**config.mk**
```make
export PLATFORM = sky130hd
export DESIGN_NAME = dir_record_name_locator_unit
export DESIGN_NICKNAME = d
export VERILOG_FILES = /design/src/sv/drnl_pkg.sv /design/src/sv/drnl_front.sv /design/src/sv/drnl_queue.sv /design/src/sv/drnl_back.sv /design/src/sv/dir_record_name_locator_unit.sv
export SDC_FILE = /design/constraint.sdc
export NUM_CORES = 1
export LEC_CHECK = 0
export BUFFER_PORTS_ARGS = -buffer_cell sky130_fd_sc_hd__buf_2
export CAP_MARGIN = 30
export CORE_ASPECT_RATIO = 1.4
export CORE_MARGIN = 3
export CORE_UTILIZATION = 50
export CTS_CLUSTER_DIAMETER = 150
export DETAILED_ROUTE_END_ITERATION = 16
export GPL_ROUTABILITY_DRIVEN = 1
export PLACE_DENSITY = 0.67
export SYNTH_ARGS = -nofsm -noshare
export SYNTH_HDL_FRONTEND = slang
export SYNTH_HIERARCHICAL = 1
export SYNTH_SLANG_ARGS = --single-unit
```
**constraint.sdc**
```tcl
create_clock -name clock -period 5.76 [get_ports clock]
set_clock_uncertainty 0.2 [all_clocks]
set_input_delay 0 -clock clock [delete_from_list [all_inputs] [get_ports clock]]
set_output_delay 0 -clock clock [all_outputs]
set_load 0.03 [all_outputs]
```
**src/sv/drnl_pkg.sv**
```systemverilog
package drnl_pkg;

   localparam int NameBufferSize = 256;
   localparam logic [7:0] NameCap = 8'(NameBufferSize - 1);
   localparam logic [7:0] IdField = 8'd32;
   localparam logic [8:0] IdStart = 9'd33;
   localparam logic [9:0] EntryHead = 10'd4;
   localparam logic [7:0] CharN = 8'h4e;
   localparam logic [7:0] CharM = 8'h4d;
   localparam logic [7:0] CharSemi = 8'h3b;
   localparam logic [7:0] DotChar = 8'h00;
   localparam logic [7:0] DotDotChar = 8'h01;
   localparam int QueueDepth = 2;

   typedef enum logic [1:0] {
      SIG_NONE = 2'd0,
      SIG_N    = 2'd1,
      SIG_NM   = 2'd3
   } sig_match_type;

   typedef enum logic [2:0] {
      KIND_PLAIN  = 3'd0,
      KIND_DOT    = 3'd1,
      KIND_DOTDOT = 3'd2,
      KIND_ALT    = 3'd3,
      KIND_BAD    = 3'd4
   } name_kind_type;

   typedef struct packed {
      logic [7:0] rec_len;
      logic [7:0] id_len;
      logic [7:0] first_char;
      logic [7:0] trimmed_len;
      logic       alt_found;
      logic [7:0] alt_offset;
      logic [7:0] alt_length;
   } rec_summary_type;

   typedef struct packed {
      logic full;
      logic empty;
   } queue_status_type;

endpackage

```
**src/sv/drnl_front.sv**
```systemverilog
module drnl_front
   import drnl_pkg::*;
(
   input  logic            clock,
   input  logic            reset,
   input  logic            csr_valid,
   output logic            csr_ready,
   input  logic [7:0]      csr_data,
   input  logic            req_tvalid,
   output logic            req_tready,
   input  logic [7:0]      req_tdata,   // record_byte
   input  logic [0:0]      req_tuser,   // record_start
   input  queue_status_type q_status,
   output logic            push,
   output rec_summary_type summary
);

   logic [7:0] max_len_ff, max_len_in;
   logic [7:0] byte_index_ff, byte_index_in;
   logic [7:0] rec_len_ff, rec_len_in;
   logic [7:0] id_len_ff, id_len_in;
   logic [7:0] trimmed_ff, trimmed_in;
   logic       semi_ff, semi_in;
   logic [7:0] first_char_ff, first_char_in;
   logic [8:0] next_pos_ff, next_pos_in;
   sig_match_type sig_ff, sig_in;
   logic [7:0] entry_len_ff, entry_len_in;
   logic       stop_ff, stop_in;
   logic       alt_found_ff, alt_found_in;
   logic [7:0] alt_off_ff, alt_off_in;
   logic [7:0] alt_len_ff, alt_len_in;

   logic [7:0] b;
   logic [7:0] idx;
   logic [8:0] idx9;
   logic [8:0] rel;
   logic [7:0] nm_chars;
   logic [7:0] data_off;
   logic [7:0] cap;
   logic       last;
   logic       take;

   assign b = req_tdata;
   assign idx = req_tuser[0] ? 8'd0 : byte_index_ff;
   assign idx9 = {1'b0, idx};
   assign req_tready = !q_status.full;
   assign take = req_tvalid && req_tready;
   assign csr_ready = 1'b1;
   assign cap = (max_len_ff > NameCap) ? NameCap : max_len_ff;
   assign max_len_in = (csr_valid && csr_ready) ? csr_data : max_len_ff;

   always_comb begin
      byte_index_in = byte_index_ff;
      rec_len_in = rec_len_ff;
      id_len_in = id_len_ff;
      trimmed_in = trimmed_ff;
      semi_in = semi_ff;
      first_char_in = first_char_ff;
      next_pos_in = next_pos_ff;
      sig_in = sig_ff;
      entry_len_in = entry_len_ff;
      stop_in = stop_ff;
      alt_found_in = alt_found_ff;
      alt_off_in = alt_off_ff;
      alt_len_in = alt_len_ff;
      rel = idx9 - next_pos_ff;
      nm_chars = b - 8'd4;
      data_off = next_pos_ff[7:0] + 8'd4;
      if (nm_chars != 8'd0) begin
         data_off = data_off + 8'd1;
         nm_chars = nm_chars - 8'd1;
      end
      if (nm_chars > cap) begin
         nm_chars = cap;
      end
      priority if (idx == 8'd0) begin
         rec_len_in = b;
         id_len_in = 8'd0;
         trimmed_in = 8'd0;
         semi_in = 1'b0;
         first_char_in = 8'd0;
         next_pos_in = 9'd0;
         sig_in = SIG_NONE;
         entry_len_in = 8'd0;
         stop_in = 1'b0;
         alt_found_in = 1'b0;
         alt_off_in = 8'd0;
         alt_len_in = 8'd0;
      end else if (idx == IdField) begin
         id_len_in = b;
         next_pos_in = IdStart + {1'b0, b} + {8'd0, !b[0]};
      end else if (idx > IdField) begin
         if (idx9 < IdStart + {1'b0, id_len_ff}) begin
            if (idx9 == IdStart) begin
               first_char_in = b;
            end
            if (!semi_ff) begin
               if (b == CharSemi) begin
                  semi_in = 1'b1;
               end else begin
                  trimmed_in = trimmed_ff + 8'd1;
               end
            end
         end
         if (!stop_ff && idx9 >= next_pos_ff) begin
            priority if (rel == 9'd0) begin
               if ({1'b0, next_pos_ff} + EntryHead > {2'b0, rec_len_ff}) begin
                  stop_in = 1'b1;
               end else begin
                  sig_in = (b == CharN) ? SIG_N : SIG_NONE;
               end
            end else if (rel == 9'd1) begin
               sig_in = (sig_ff == SIG_N && b == CharM) ? SIG_NM : SIG_NONE;
            end else if (rel == 9'd2) begin
               entry_len_in = b;
               if (b < 8'd4 || {1'b0, next_pos_ff} + {2'b0, b} > {2'b0, rec_len_ff}) begin
                  stop_in = 1'b1;
               end else if (sig_ff == SIG_NM) begin
                  alt_found_in = 1'b1;
                  alt_off_in = data_off;
                  alt_len_in = nm_chars;
                  stop_in = 1'b1;
               end else begin
                  next_pos_in = next_pos_ff + {1'b0, b};
               end
            end else begin
            end
         end
      end else begin
      end
      last = (rec_len_in == 8'd0) || (idx9 + 9'd1 == {1'b0, rec_len_in});
      byte_index_in = last ? 8'd0 : idx + 8'd1;
   end

   assign push = take && last;
   assign summary.rec_len = rec_len_in;
   assign summary.id_len = id_len_in;
   assign summary.first_char = first_char_in;
   assign summary.trimmed_len = trimmed_in;
   assign summary.alt_found = alt_found_in;
   assign summary.alt_offset = alt_off_in;
   assign summary.alt_length = alt_len_in;

   always_ff @(posedge clock) begin
      if (reset) begin
         max_len_ff <= 8'hff;
         byte_index_ff <= 8'd0;
         rec_len_ff <= 8'd0;
         id_len_ff <= 8'd0;
         trimmed_ff <= 8'd0;
         semi_ff <= 1'b0;
         first_char_ff <= 8'd0;
         next_pos_ff <= 9'd0;
         sig_ff <= SIG_NONE;
         entry_len_ff <= 8'd0;
         stop_ff <= 1'b0;
         alt_found_ff <= 1'b0;
         alt_off_ff <= 8'd0;
         alt_len_ff <= 8'd0;
      end else begin
         max_len_ff <= max_len_in;
         if (take) begin
            byte_index_ff <= byte_index_in;
            rec_len_ff <= rec_len_in;
            id_len_ff <= id_len_in;
            trimmed_ff <= trimmed_in;
            semi_ff <= semi_in;
            first_char_ff <= first_char_in;
            next_pos_ff <= next_pos_in;
            sig_ff <= sig_in;
            entry_len_ff <= entry_len_in;
            stop_ff <= stop_in;
            alt_found_ff <= alt_found_in;
            alt_off_ff <= alt_off_in;
            alt_len_ff <= alt_len_in;
         end
      end
   end

`ifndef NO_ASSERTIONS
   a_index_wraps: assert property (@(posedge clock) disable iff (reset)
      push |=> byte_index_ff == 8'd0)
      else $error("byte index not cleared after record end");
`endif

endmodule

```
**src/sv/drnl_queue.sv**
```systemverilog
module drnl_queue
   import drnl_pkg::*;
(
   input  logic             clock,
   input  logic             reset,
   input  logic             push,
   input  rec_summary_type  push_data,
   input  logic             pop,
   output rec_summary_type  pop_data,
   output queue_status_type status
);

   localparam int PtrW = $clog2(QueueDepth);
   localparam int CntW = $clog2(QueueDepth + 1);

   rec_summary_type slot_ff [QueueDepth];
   logic [PtrW-1:0] wr_ptr_ff, wr_ptr_in;
   logic [PtrW-1:0] rd_ptr_ff, rd_ptr_in;
   logic [CntW-1:0] count_ff, count_in;
   logic do_push, do_pop;

   assign status.full = (count_ff == CntW'(QueueDepth));
   assign status.empty = (count_ff == '0);
   assign do_push = push && !status.full;
   assign do_pop = pop && !status.empty;
   assign pop_data = slot_ff[rd_ptr_ff];

   always_comb begin
      wr_ptr_in = wr_ptr_ff;
      rd_ptr_in = rd_ptr_ff;
      count_in = count_ff;
      if (do_push) begin
         wr_ptr_in = (wr_ptr_ff == PtrW'(QueueDepth - 1)) ? '0 : wr_ptr_ff + 1'b1;
      end
      if (do_pop) begin
         rd_ptr_in = (rd_ptr_ff == PtrW'(QueueDepth - 1)) ? '0 : rd_ptr_ff + 1'b1;
      end
      unique case ({do_push, do_pop})
         2'b10:   count_in = count_ff + 1'b1;
         2'b01:   count_in = count_ff - 1'b1;
         default: count_in = count_ff;
      endcase
   end

   always_ff @(posedge clock) begin
      if (reset) begin
         wr_ptr_ff <= '0;
         rd_ptr_ff <= '0;
         count_ff <= '0;
      end else begin
         wr_ptr_ff <= wr_ptr_in;
         rd_ptr_ff <= rd_ptr_in;
         count_ff <= count_in;
      end
   end

   always_ff @(posedge clock) begin
      if (do_push) begin
         slot_ff[wr_ptr_ff] <= push_data;
      end
   end

`ifndef NO_ASSERTIONS
   a_no_overflow: assert property (@(posedge clock) disable iff (reset)
      push |-> !status.full)
      else $error("push into full queue");
   a_count_bound: assert property (@(posedge clock) disable iff (reset)
      count_ff <= CntW'(QueueDepth))
      else $error("queue count out of range");
`endif

endmodule

```
**src/sv/drnl_back.sv**
```systemverilog
module drnl_back
   import drnl_pkg::*;
(
   input  logic             clock,
   input  logic             reset,
   input  queue_status_type q_status,
   input  rec_summary_type  summary,
   output logic             pop,
   output logic             rsp_tvalid,
   input  logic             rsp_tready,
   output logic [15:0]      rsp_tdata,  // name_offset, name_length
   output logic [2:0]       rsp_tuser   // name_kind
);

   logic          valid_ff, valid_in;
   name_kind_type kind_ff, kind_in;
   logic [7:0]    offset_ff, offset_in;
   logic [7:0]    length_ff, length_in;
   logic          well_formed;

   assign pop = !q_status.empty && (!valid_ff || rsp_tready);
   assign well_formed = (summary.rec_len >= IdStart[7:0]) &&
                        (IdStart + {1'b0, summary.id_len} <= {1'b0, summary.rec_len});

   always_comb begin
      kind_in = KIND_BAD;
      offset_in = 8'd0;
      length_in = 8'd0;
      if (well_formed) begin
         priority if (summary.alt_found) begin
            kind_in = KIND_ALT;
            offset_in = summary.alt_offset;
            length_in = summary.alt_length;
         end else if (summary.id_len == 8'd1 && summary.first_char == DotChar) begin
            kind_in = KIND_DOT;
            offset_in = IdStart[7:0];
         end else if (summary.id_len == 8'd1 && summary.first_char == DotDotChar) begin
            kind_in = KIND_DOTDOT;
            offset_in = IdStart[7:0];
         end else begin
            kind_in = KIND_PLAIN;
            offset_in = IdStart[7:0];
            length_in = summary.trimmed_len;
         end
      end
      valid_in = pop ? 1'b1 : (valid_ff && !rsp_tready);
   end

   always_ff @(posedge clock) begin
      if (reset) begin
         valid_ff <= 1'b0;
      end else begin
         valid_ff <= valid_in;
      end
   end

   always_ff @(posedge clock) begin
      if (pop) begin
         kind_ff <= kind_in;
         offset_ff <= offset_in;
         length_ff <= length_in;
      end
   end

   assign rsp_tvalid = valid_ff;
   assign rsp_tdata = {length_ff, offset_ff};
   assign rsp_tuser = kind_ff;

`ifndef NO_ASSERTIONS
   a_bad_zero: assert property (@(posedge clock) disable iff (reset)
      (valid_ff && kind_ff == KIND_BAD) |-> (offset_ff == 8'd0 && length_ff == 8'd0))
      else $error("malformed result with nonzero fields");
   a_dot_empty: assert property (@(posedge clock) disable iff (reset)
      (valid_ff && (kind_ff == KIND_DOT || kind_ff == KIND_DOTDOT)) |->
      (offset_ff == IdStart[7:0] && length_ff == 8'd0))
      else $error("dot result with bad fields");
`endif

endmodule

```
**src/sv/dir_record_name_locator_unit.sv**
```systemverilog
// channel   direction  handshake                 payload
// csr_      in         csr_valid / csr_ready     csr_data = max_name_length
// req_      in         req_tvalid / req_tready   tdata = record_byte, tuser = record_start
// rsp_      out        rsp_tvalid / rsp_tready   tdata = offset, length; tuser = kind
//
// one record byte per cycle; a result passes the summary queue, then the output register
// the parser stalls only when the two-entry summary queue is full
// results leave through a registered output stage that can hold while bytes keep flowing
// synchronous active-high reset; max_name_length returns to 255, parser to byte zero
module dir_record_name_locator_unit
   import drnl_pkg::*;
(
   input  logic        clock,
   input  logic        reset,
   input  logic        csr_valid,
   output logic        csr_ready,
   input  logic [7:0]  csr_data,
   input  logic        req_tvalid,
   output logic        req_tready,
   input  logic [7:0]  req_tdata,   // record_byte
   input  logic [0:0]  req_tuser,   // record_start
   output logic        rsp_tvalid,
   input  logic        rsp_tready,
   output logic [15:0] rsp_tdata,   // name_offset, name_length
   output logic [2:0]  rsp_tuser    // name_kind
);

   queue_status_type q_status;
   rec_summary_type  push_data;
   rec_summary_type  pop_data;
   logic             push;
   logic             pop;

   drnl_front u_front (
      .clock      (clock),
      .reset      (reset),
      .csr_valid  (csr_valid),
      .csr_ready  (csr_ready),
      .csr_data   (csr_data),
      .req_tvalid (req_tvalid),
      .req_tready (req_tready),
      .req_tdata  (req_tdata),
      .req_tuser  (req_tuser),
      .q_status   (q_status),
      .push       (push),
      .summary    (push_data)
   );

   drnl_queue u_queue (
      .clock     (clock),
      .reset     (reset),
      .push      (push),
      .push_data (push_data),
      .pop       (pop),
      .pop_data  (pop_data),
      .status    (q_status)
   );

   drnl_back u_back (
      .clock      (clock),
      .reset      (reset),
      .q_status   (q_status),
      .summary    (pop_data),
      .pop        (pop),
      .rsp_tvalid (rsp_tvalid),
      .rsp_tready (rsp_tready),
      .rsp_tdata  (rsp_tdata),
      .rsp_tuser  (rsp_tuser)
   );

endmodule
```
Word level (Yosys, flattened, before mapping)
Memory sizes are Yosys's and may differ from the RTL's. A register that Yosys moved wholly into a read port is not among the register bits.
Cells that the tools add are included.
W data, S select, Z words.
- word-level logic and storage cells: 211
- output and inout bits: 22
- latch bits: 0
- bits in read-only memories: 0
- RAM bits: 98
- flip-flop bits (word level): 102
- memories: 1
- memories (memory ; words ; width ; rd ports ; clocked after memory_dff ; write ports ; line ; source):
    u_queue.slot_ff ; 2 ; 49 ; 1 ; 1 ; 1 ; drnl_queue.sv:16 ; rec_summary_type slot_ff [QueueDepth];
- $add $sub $neg: 19
- magnitude comparators: 10
- mux-type cells: 96
- bitwise operators: 0
- shifts and indexed selects: 0
- multipliers: 0
- div/mod/pow operators: 0
- equal/unequal tests: 23
- reductions and logical operators: 41
- operators with widths (cell ; count):
    $mux W8 ; 41
    $mux W9 ; 9
    $mux W1 ; 33
    $add A6 B8 Y9 const A ; 3
    $add A8 B1 Y8 const B ; 3
    $eq A8 B6 Y1 const B ; 3
    $logic_not A8 Y1 ; 3
    $gt A10 B8 Y1 ; 2
    $mux W2 ; 9
    $eq A8 B1 Y1 const B ; 2
    $eq A8 B7 Y1 const B ; 2
    $reduce_and A8 Y1 ; 2
    $ne A3 B1 Y1 const B ; 5
    $reduce_bool A3 Y1 ; 5
    $logic_and A1 B1 Y1 ; 11
    $add A9 B3 Y10 const B ; 1
    $add A9 B8 Y10 ; 1
    $add A8 B1 Y9 const B ; 1
    $add A9 B1 Y9 ; 1
    $add A9 B8 Y9 ; 1
    $eq A9 B1 Y1 const B ; 1
    $eq A9 B2 Y1 const B ; 1
    $eq A9 B8 Y1 ; 1
    $ge A8 B9 Y1 ; 1
    other kinds (31) ; 47

Longest topological paths before layout
Gate-level depths: netlist of run 1.
- depth in word-level cells: 14
- mapped depth: 19
- depth with buffers taken out: 15

Cells and area by module
The synthesis of run 1 kept the hierarchy.
- modules (own cells, without submodules) (module ; sequential area each (um^2) ; instances ; area an instance (um^2) ; cells each):
    drnl_front ; 1561.5 ; 1 ; 7170.6 ; 946
    drnl_queue ; 3042.9 ; 1 ; 3746.1 ; 178
    drnl_back ; 590.6 ; 1 ; 1366.3 ; 117

Worst setup path after synthesis of run 1
OpenSTA, ideal clock, no wires.
- kind: input-to-reg
- start: in req_tuser
- end: mem u_queue/slot_ff[0][0] (netlist bit) (enable)
- path buffers: 5
- data required time: 5157 ps
- stages on the path: 17
- slack: 1039 ps
- arrival: 4117 ps
- cells stage by stage: clkbuf_1 > clkbuf_1 > nand2b_1 > ha_1 > buf_2 > nor4b_4 > buf_4 > a22o_1 > buf_4 > mux2i_1 > xor2_1 > nor4_2 > a21oi_2 > nor2_1 > inv_1 > or3_1 > inv_1
- cells in the longest elaborated chain, start to end: 9
- elaborated cells between the ends (all ways): 11
- classes of those cells: add/sub (1); eq/ne (1); mux (4); reduce/logical (5)
- ends and longest elaborated chain (what ; line ; source):
    start, declared ; dir_record_name_locator_unit.sv:21 ; input logic [0:0] req_tuser,
    $mux W8 * ; drnl_front.sv:44 ; assign idx = req_tuser[0] ? 8'd0 : byte_index_ff;
    parallel branches: the longest is 3 deep, another holds $add A8 B1 Y9 ; - ;
    $logic_or A1 B1 Y1 * ; drnl_front.sv:131 ; last = (rec_len_in == 8'd0) || (idx9 + 9'd1 == {1'b0, rec_len_in});
    $logic_and A1 B1 Y1 * ; drnl_front.sv:135 ; assign push = take && last;
    net push ; dir_record_name_locator_unit.sv:31 ; logic push;
    $logic_and A1 B1 Y1 * ; drnl_queue.sv:24 ; assign do_push = push && !status.full;
    $mux W1 * ; drnl_queue.sv:58 ; if (do_push) begin
    $mux W1 (not written as such) * ; drnl_queue.sv:59 ; slot_ff[wr_ptr_ff] <= push_data;
    end, declared ; drnl_queue.sv:16 ;
Mark *: on every way through the listed nets, which the timed path passes.

Final worst setup path of run 1
- start: in req_tuser
- end: mem u_queue/slot_ff[1][38] (netlist bit) (enable)
Same word-level chain as after synthesis.

==> flow_metrics.tcl, run 1 <==
set metrics [dict create \
    cp_data_arrival_time_ns 4.96 \
    antenna_cells 0 \
    relSlewSlack 0.312 \
    synth_edf_count 117 \
    grt_pass1_wl_mm 49.9 \
    htreeDepth 1 \
    n_fill_cell 2089 \
    cp.depth 13 \
    nets 1388 \
    synth_cells 1241 \
    rsz0062_at_grt "false" \
    p_leak_nw 5.03 \
    min_period_ns 4.98 \
    rr_worst_depth 15 \
    grt-ovfl-total 0 \
    placeableCoreArea_um2 24100 \
    p_per_area_nw_per_um2 236 \
    layout.cells.non_filler 1610 \
    synth_nets 1343 \
    grt_use_total 0.233 \
    fin_ws_ns 0.783 \
    maxCapViolCount 0 \
    place_ws_ns 0.895 \
    area_delta_synth_final_pct 12.1 \
    drive_gt1_frac 0.150 \
    multiInputGateArea_um2 6490 \
    cts.path.max_buffers 3 \
    die_h_um 191 \
    crit_type "input port to flop" \
    numCtsBuffers 20 \
    seq_area_frac_synth 0.423 \
    register_area_um2 5200 \
    vias 9698 \
    ys_types 88 \
    clkLatencyLatePin_ns 0.49 \
    worstMarginPinSlew_ns 1.03 \
    hold_depth 2 \
    routed_wirelength_mm 31.9 \
    die-area_um2 26500 \
    path_cells "dlygate4sd3_1 -> buf_2 -> nand2b_1 -> ha_1 -> nor4b_4 -> a22o_2 -> mux2i_1 -> xor2_1 -> nor4_2 -> a21oi_2 -> nor2_1 -> and3_2 -> buf_12" \
    endpoint "u_queue/slot_ff[1][38]" \
    rrSetupSlack_ns 0.85 \
    crit_path_end_kind "flop" \
    dp.cells 1537 \
    timing.fmax_ghz 0.201 \
    path_delay_family "simple AND/OR/NAND/NOR gates" \
    yosysWarnings 6 \
    pin_count 44 \
    clk_root_buffer_cell "clkbuf_16" \
    rows 67 \
    whs_ns 0.270 \
    port_buffers 42 \
    vias_per_cell 6.02 \
    die_w_um 138 \
    drt_pass1_iterations 5 \
    hold_violations 0 \
    ys.flop_type "edfxtp_1" \
    place.gp.congestion 0.984 \
    period_share 0.864 \
    grt_max_degree 60 \
    setup_viol 0 \
    syn_avg_cell_area_um2 9.90 \
    cp-startpoint "req_tuser" \
    cp_slowest_cell "a22o_2" \
    ir_worst_vdd_v 0.000169 \
    antenna_found_initial 0 \
    ys_async_sr_fraction 0 \
    clock_sinks 201 \
    drt_iter0_markers 748 \
    cp-start-kind "input port" \
    synthesis.area_um2 12300 \
    ant_nets 0 \
    cts_tree "built" \
    hp-class "flop to flop" \
    initial_core_util 0.511 \
    path_clk_slew_ns 0.06 \
    slew_violations 0 \
    ctsResizeCount 0 \
    ys_ff_latch 201 \
    worstPathRequired_ns 5.74 \
    r2r-start "u_front/next_pos_ff[0]" \
    wl_per_cell_um 19.8 \
    fin_tns_setup_ns 0 \
    remaining_drc_errors 0 \
    grt_pass1_vias 9411 \
    status "complete, no violations" \
    r2r-end "u_front/alt_off_ff[3]" \
    max_stage_delay_ns 0.68 \
    hpwl_mm 22.5 \
    critPathBufInv 3 \
    cp_max_fo 29 \
]
-- state kept, by name, summed over array words and instances (netlist names), 2 cells and up, named ones only --
register and cells:
u_front/byte_index_ff 8, u_front/rec_len_ff 8, u_queue/count_ff 2, u_front/next_pos_ff 9, u_front/sig_ff 2, u_front/trimmed_ff 8, u_front/alt_off_ff 8, u_back/rsp_tuser 3
u_front/alt_len_ff 8, u_front/max_len_ff 8, u_back/length_ff 8, u_queue/slot_ff 98, u_front/id_len_ff 8, u_front/first_char_ff 8, u_back/offset_ff 8
-- report_power, final --
part / total, mW / switching, mW / internal, mW
registers: 1.54 / 0.0145 / 1.52
clock network: 1.33 / 0.562 / 0.769
logic: 0.381 / 0.239 / 0.143
-- worst min path at each step --
stage	slack, ns	from	to
3_5_place_dp	0.02	csr_data[0]	u_front/max_len_ff[0]
6_report	0.27	u_front/alt_off_ff[4]	u_front/alt_off_ff[4]
5_1_grt	0.28	u_front/alt_off_ff[5]	u_front/alt_off_ff[5]
3_3_place_gp	0.02	csr_data[6]	u_front/max_len_ff[6]
2_1_floorplan	-0.13	reset	u_back/rsp_tvalid
4_1_cts	0.23	csr_valid	u_front/max_len_ff[7]
-- worst register-to-register path, cell delays in order, from the launching register on --
cell and delay, ns:
dfxtp_1 0.43, ha_1 0.27, fa_1 0.42, a211oi_1 0.35, o21bai_1 0.11, a21oi_1 0.18
xnor2_1 0.18, ha_1 0.29, o21a_1 0.19, nor2_1 0.11, a21oi_1 0.05, o21ai_0 0.07
nand3_1 0.27, or4b_1 0.67, a21oi_1 0.85, o31ai_1 0.14
-- metrics by stage --
step | utilization | power (mW) | cell area (um^2)
global route | 0.572 | 3.38 | 13800
finish | 0.572 | 3.25 | 13800
CTS | 0.572 | 3.28 | 13800
floorplan | - | 1.82 | 12300
global placement | 0.528 | 1.92 | 12700
detailed placement | 0.528 | 1.92 | 12700
-- synth_stat cells, types with 11 or more instances --
master | instances | area, um^2
xor2_1 | 28 | 245
nand2b_1 | 11 | 68.8
o211ai_1 | 16 | 120
nand4_1 | 36 | 225
nor2_1 | 72 | 270
nor3_2 | 11 | 110
nor2b_1 | 16 | 100
nand2_1 | 110 | 413
mux2i_1 | 41 | 410
a21oi_1 | 68 | 340
and3_1 | 11 | 68.8
xnor2_1 | 37 | 324
ha_1 | 78 | 976
nand3_1 | 48 | 240
mux2_2 | 56 | 631
a211oi_1 | 15 | 113
clkbuf_1 | 39 | 146
edfxtp_1 | 117 | 3510
inv_1 | 77 | 289
buf_2 | 15 | 75.1
o21ai_0 | 44 | 220
o31ai_1 | 15 | 113
dfxtp_1 | 84 | 1680
nor3_1 | 21 | 105
-- area by class of cell --
type / instances / area share
clock inverter: 11 / 0.00736
sequential: 201 / 0.377
inverter: 78 / 0.0213
multi-input combinational: 892 / 0.472
clock buffer: 25 / 0.0422
tap: 310 / 0.0282
timing repair buffer: 93 / 0.0518
-- routing by layer --
metal  up-vias  track usage  routed length, um
met5         -            0                  0
met4         0        0.114               1470
met3        88       0.0263               1570
met2       347        0.423              16100
met1      4640        0.275              12800
li1       4623            -                  -
-- cells in the final DEF (no fill, tap or decap), types with 8 or more instances in the layout --
cell type / Yosys / layout
clkbuf_16: 0 / 21
ha_1: 78 / 78
nand2b_1: 11 / 11
nand3_1: 48 / 48
and3_1: 11 / 10
inv_1: 77 / 76
nand4_1: 36 / 36
xor2_1: 28 / 28
o21ai_0: 44 / 44
nor4_1: 10 / 9
nor2b_1: 16 / 14
nor3_2: 11 / 11
or3_1: 10 / 10
xnor2_1: 37 / 37
o31ai_1: 15 / 15
a22o_1: 10 / 9
nand2_1: 110 / 110
nor4b_1: 9 / 9
buf_4: 6 / 11
nor3_1: 21 / 21
edfxtp_1: 117 / 117
o21a_1: 10 / 10
o211ai_1: 16 / 16
dfxtp_1: 84 / 83
a21oi_1: 68 / 68
a211oi_1: 15 / 15
a21o_1: 8 / 8
buf_2: 15 / 43
dlygate4sd3_1: 0 / 36
mux2_2: 56 / 56
nor2_1: 72 / 72
mux2i_1: 41 / 41
-- logic make-up after synthesis --
family                     after synthesis  share of synthesized area
and+or+nand+nor                        402                      0.176
AOI/OAI and AO/OA                      246                      0.135
DFF                                    201                      0.423
buffers and inverters                  148                     0.0502
muxes                                   97                     0.0848
adders and majority gates               80                     0.0827
xor gates and xnor gates                66                     0.0477
other                                    1                   0.000305
-- timing repair --
| item | CTS | global route |
|---|---|---|
| hold buffers | 36 | 0 |
| endpoints found under the hold margin | 60 | 0 |
| buffers inserted | 0 | 0 |
Note: power is estimated with default switching activity, not from simulation.
==> inputs of run 2 (changes only) <==
- CTS_CLUSTER_SIZE: default -> 12
- clock period: 5.76 -> 5.3 ns (I/O delays scaled with it)
==> run 2 against run 1 <==
Compared with the run above: final cell count up 0.12%; critical endpoint is now u_queue/slot_ff[0][39]; via count down 0.63%; non-clock buffer count up 3; register-to-register slack worse by 0.07 ns; largest cell class unchanged; total power increased by 4.2%; global-route usage grew 0.63 points; clock power hardly changed; clock-buffer cell count grew 9; first-iteration DRC count shrank 15%; sequential power grew 8%.
==> flow_metrics.tcl, run 2 (synthesis results as in run 1) <==
set metrics [dict create \
    status "complete, no violations" \
    fin_tns_setup_ns 0 \
    slew_violations 0 \
    place.gp.congestion 0.928 \
    min_period_ns 4.59 \
    drt_pass1_iterations 5 \
    vias_per_cell 5.98 \
    cp_slowest_cell "nor4b_4" \
    rsz0062_at_grt "false" \
    drt_iter0_markers 635 \
    remaining_drc_errors 0 \
    top_register "u_queue/slot_ff" \
    clk_root_buffer_cell "clkbuf_16" \
    worstPathRequired_ns 5.26 \
    ir_worst_vdd_v 0.000210 \
    antenna_cells 0 \
    grt_pass1_vias 9604 \
    timing.fmax_ghz 0.218 \
    wl_per_cell_um 19.9 \
    rows 67 \
    maxCapViolCount 0 \
    fin_util 0.568 \
    hold_violations 0 \
    grt_use_total 0.240 \
    setup_viol 0 \
    antenna_found_initial 0 \
    layout.cells.non_filler 1612 \
    ctsResizeCount 0 \
    initial_core_util 0.511 \
    ant_nets 0 \
    p_per_area_nw_per_um2 248 \
    area_delta_synth_final_pct 11.3 \
    switching_share 0.248 \
    port_buffers 42 \
    max_stage_delay_ns 0.55 \
    grt_max_degree 59 \
    postCtsSetupBuffers 0 \
    htreeDepth 1 \
    hpwl_mm 22.8 \
    period_share 0.865 \
    nets 1391 \
    clkLatencyLatePin_ns 0.49 \
    grt_pass1_wl_mm 51.2 \
    cp-start-kind "input port" \
    pin_count 44 \
    path_clk_slew_ns 0.06 \
    crit_type "input port to flop" \
    power_frac_seq 0.494 \
    grt-ovfl-total 0 \
    path_delay_family "simple AND/OR/NAND/NOR gates" \
    holdBufCountCts 35 \
    cp_data_arrival_time_ns 4.54 \
    die_h_um 191 \
    die-area_um2 26500 \
    p_leak_nw 4.99 \
    crit_path_end_kind "flop" \
    mostFrequentLayoutCells "edfxtp_1 (117), nand2_1 (110), dfxtp_1 (83)" \
    p_clk_frac 0.384 \
    cp_max_fo 49 \
    dp.cells 1542 \
    relSlewSlack 0.329 \
    pwr-share-comb 0.123 \
    p_int_mw 2.55 \
    drive_gt1_frac 0.143 \
    worstMarginPinSlew_ns 1.00 \
    hp-class "input port to flop" \
    final_common_cell "edfxtp_1" \
    numCtsBuffers 20 \
    path_cells "dlygate4sd3_1 -> buf_2 -> nand2b_1 -> ha_1 -> nor4b_4 -> a22o_2 -> mux2i_1 -> xor2_1 -> nor4_2 -> a21oi_2 -> nor2_1 -> inv_1 -> or3_1 -> inv_2 -> buf_12" \
    power.switching_mw 0.841 \
    critPathBufInv 5 \
    cts_tree "built" \
    die_w_um 138 \
    placeableCoreArea_um2 24100 \
    top_regs "u_queue/slot_ff (98), u_front/next_pos_ff (9)" \
    cts.path.max_buffers 3 \
    routed_wirelength_mm 32.0 \
    n_fill_cell 2129 \
    largest_reg_flops 98 \
    clock_sinks 201 \
    vias 9637 \
    p_total_mw 3.39 \
]
## run 2: cell types whose count changed in the layout (fill, tap and decap cells not counted), sizes merged
cell         delta
clkbuf          +9
buf             +4
clkinv          -3
clkinvlp        -3
inv             -3
bufinv          -1
dlygate4sd3     -1
## run 2: worst paths after layout
check / to / cells past startpoint / slack, ns / startpoint
setup reg to reg: u_queue/slot_ff[1][3] / 16 / 0.78 / u_front/next_pos_ff[0]
setup / recovery: u_queue/slot_ff[0][39] / 15 / 0.71 / req_tuser
hold / removal: u_front/alt_len_ff[3] / 4 / 0.08 / req_tvalid
hold reg to reg: u_front/alt_len_ff[7] / 2 / 0.26 / u_front/alt_len_ff[7]
## run 2: worst min-delay path, cell delays in order
cell and delay (ns):
buf_2 0.10, nor2b_2 0.14, buf_4 0.27, o221ai_1 0.20
## run 2: power by group through the flow
stage	Combinational (mW)	Clock (mW)	Sequential, mW
5_1_grt	0.453	1.38	1.67
2_1_floorplan	0.277	0	1.70
6_report	0.415	1.30	1.67
3_5_place_dp	0.386	0	1.71
4_1_cts	0.408	1.33	1.67
3_3_place_gp	0.382	0	1.71
## run 2: metal layers
layer  global-route usage  wire length, um  vias up  part of all wire
met4                0.124             1710        0             0.053
met5                    0                0        -                 0
li1                     -                -     4622                 -
met3               0.0203             1210       89             0.038
met1                0.280            12900     4649              0.40
met2                0.438            16200      277              0.50
## run 2: through the flow
step	hold WS, ns	setup WS (ns)	area [um^2]
detailed placement	0.0208	0.840	12700
floorplan	-0.131	0.579	12300
finish	0.0751	0.713	13700
global route	0.0964	0.329	13700
global placement	0.0161	0.924	12700
CTS	0.0568	0.779	13700
## run 2: cell type report
type | count | area [um^2] | share of cell area
multi-input combinational | 892 | 6490 | 0.475
sequential | 201 | 5200 | 0.380
timing repair buffer | 96 | 723 | 0.0529
clock buffer | 34 | 574 | 0.0420
tap | 310 | 388 | 0.0284
inverter | 78 | 293 | 0.0214
clock inverter | 1 | 5.00 | 0.000366
==> inputs of run 3 (changes only) <==
- ABC_AREA: default -> 1
- PLACE_DENSITY: 0.67 -> 0.66
==> run 3 against run 2 <==
Compared with the run above: non-clock buffer count decreased by 10; flip-flop and latch count is the same; critical path type is now flop to flop; fmax increased by 4.7%; wire length grew 2.0%; synthesized area is 3.1% higher.
==> flow_metrics.tcl, run 3 <==
set metrics [dict create \
    hpwl_mm 24.0 \
    clk_root_buffer_cell "clkbuf_16" \
    wl_per_cell_um 16.6 \
    hold_violations 0 \
    ys_top_cells_by_count "nand2_1 (322), inv_1 (245), nor2_1 (136)" \
    top_register "u_queue/slot_ff" \
    ys_types 55 \
    grt-ovfl-total 0 \
    worstPathRequired_ns 5.21 \
    syn_avg_cell_area_um2 8.03 \
    p_leak_nw 6.56 \
    place.gp.congestion 1.02 \
    routed_wirelength_mm 32.7 \
    area_delta_synth_final_pct 10.4 \
    grt_pass1_wl_mm 52.5 \
    clkLatencyLatePin_ns 0.50 \
    initial_core_util 0.512 \
    drive_gt1_frac 0.112 \
    setup_viol 0 \
    grt_use_total 0.236 \
    period_share 0.826 \
    pin_count 44 \
    antenna_found_initial 0 \
    htreeDepth 1 \
    synth_largest_area_cell "edfxtp_1" \
    postCtsSetupBuffers 0 \
    vias_per_cell 5.40 \
    drt_iter0_markers 773 \
    cp-start-kind "flop" \
    ctsResizeCount 0 \
    antenna_cells 0 \
    cp_max_fo 49 \
    ys_async_sr_fraction 0 \
    synth_nets 1679 \
    synth_edf_count 117 \
    grt_max_degree 68 \
    drt_pass1_iterations 5 \
    ys_ff_latch 201 \
    crit_path_end_kind "flop" \
    cts_tree "built" \
    worstMarginPinSlew_ns 0.869 \
    nets 1736 \
    die_h_um 194 \
    holdBufCountCts 35 \
    crit_type "flop to flop" \
    min_period_ns 4.38 \
    die_w_um 141 \
    remaining_drc_errors 0 \
    ys.flop_type "edfxtp_1" \
    largest_reg_flops 98 \
    seq_area_frac_synth 0.410 \
    cp_data_arrival_time_ns 4.29 \
    ant_nets 0 \
    top_regs "u_queue/slot_ff (98), u_front/next_pos_ff (9)" \
    rows 68 \
    numCtsBuffers 20 \
    vias 10600 \
    port_buffers 42 \
    synth_cells 1577 \
    path_clk_slew_ns 0.06 \
    p_per_area_nw_per_um2 275 \
    status "complete, no violations" \
    clock_sinks 201 \
    yosys.area.top_type_share 0.277 \
    mostFrequentLayoutCells "nand2_1 (322), inv_1 (244), nor2_1 (135)" \
    ir_worst_vdd_v 0.000230 \
    netlist_top_cells_area "edfxtp_1 (28%), dfxtp_1 (13%), nand2_1 (9.5%), ha_1 (7.7%), inv_1 (7.3%)" \
    yosysMostFrequentCell "nand2_1" \
    relSlewSlack 0.419 \
    hp-class "input port to flop" \
    final_common_cell "nand2_1" \
    synthesis.area_um2 12700 \
    cts.path.max_buffers 3 \
    grt_pass1_vias 10300 \
    die-area_um2 27300 \
    placeableCoreArea_um2 24800 \
    rsz0062_at_grt "false" \
    timing.fmax_ghz 0.228 \
    yosysWarnings 6 \
    slew_violations 0 \
    maxCapViolCount 0 \
    fin_tns_setup_ns 0 \
    p_total_mw 3.85 \
]
[run 3: area by class of cell]
class / instances / area, um^2
Timing Repair Buffer: 86 / 628
Sequential cell: 201 / 5200
Fill cell: 2267 / 10800
Clock buffer: 35 / 578
Multi-Input combinational cell: 1068 / 6220
Inverter: 257 / 972
Clock inverter: 1 / 5.00
Tap cell: 315 / 394
[run 3: kinds of logic (layout without fill, tap and decap cells)]
kind of cell,count (synthesis),in the layout,synth area share
fa+ha+maj,80,80,0.0802
xor+xnor,34,34,0.0235
other cells,1,1,0.000296
flops,201,201,0.410
compound gates,218,218,0.0919
mux,49,49,0.0465
buf+inv,308,379,0.0999
simple gates,686,686,0.248
[run 3: power breakdown]
group / total (mW) / internal [mW] / switching [mW]
Clock: 1.31 / 0.737 / 0.569
Sequential: 1.73 / 1.69 / 0.0416
Combinational: 0.810 / 0.269 / 0.541
Total: 3.85 / 2.70 / 1.15
[run 3: through the flow]
stage / instances / util / hold slack, ns / setup slack, ns / cell area (um^2)
after global placement: 1892 / 0.527 / 0.0128 / 1.07 / 13100
after global routing: 1963 / 0.565 / 0.106 / 0.560 / 14000
after detailed placement: 1892 / 0.527 / 0.0164 / 0.990 / 13100
final: 1963 / 0.565 / 0.0127 / 0.920 / 14000
after CTS: 1963 / 0.565 / 0.00196 / 0.951 / 14000
after floorplan: 1577 / - / -0.131 / 0.234 / 12700
[run 3: critical path: stages (launching register included)]
cell     delay (ns)
dfxtp_1        0.32
inv_1          0.06
nor2_1         0.32
inv_1          0.18
ha_1           0.24
inv_1          0.16
nor2_8         0.07
nand3_4        0.46
nand2_1        0.13
o21ai_2        0.11
inv_1          0.12
nor2_1         0.13
nand4_2        0.28
a21oi_2        0.22
inv_1          0.07
nor2_1         0.17
inv_1          0.11
nor2_4         0.08
buf_4          0.53
[run 3: final timing paths]
check | start | cells past startpoint | slack (ns) | to
max | u_front/byte_index_ff[0] | 18 | 0.92 | u_queue/slot_ff[0][17]
min | req_tuser | 6 | 0.01 | u_front/byte_index_ff[7]
max reg2reg | u_front/byte_index_ff[0] | 18 | 0.92 | u_queue/slot_ff[0][17]
min reg2reg | u_front/byte_index_ff[0] | 2 | 0.27 | u_front/byte_index_ff[0]
[run 3: per-layer routing]
layer / GRT usage / vias up / part of all wire
met1: 0.278 / 4910 / 0.41
li1: - / 5309 / -
met3: 0.0231 / 97 / 0.037
met5: 0 / - / 0
met4: 0.121 / 0 / 0.057
met2: 0.424 / 275 / 0.50
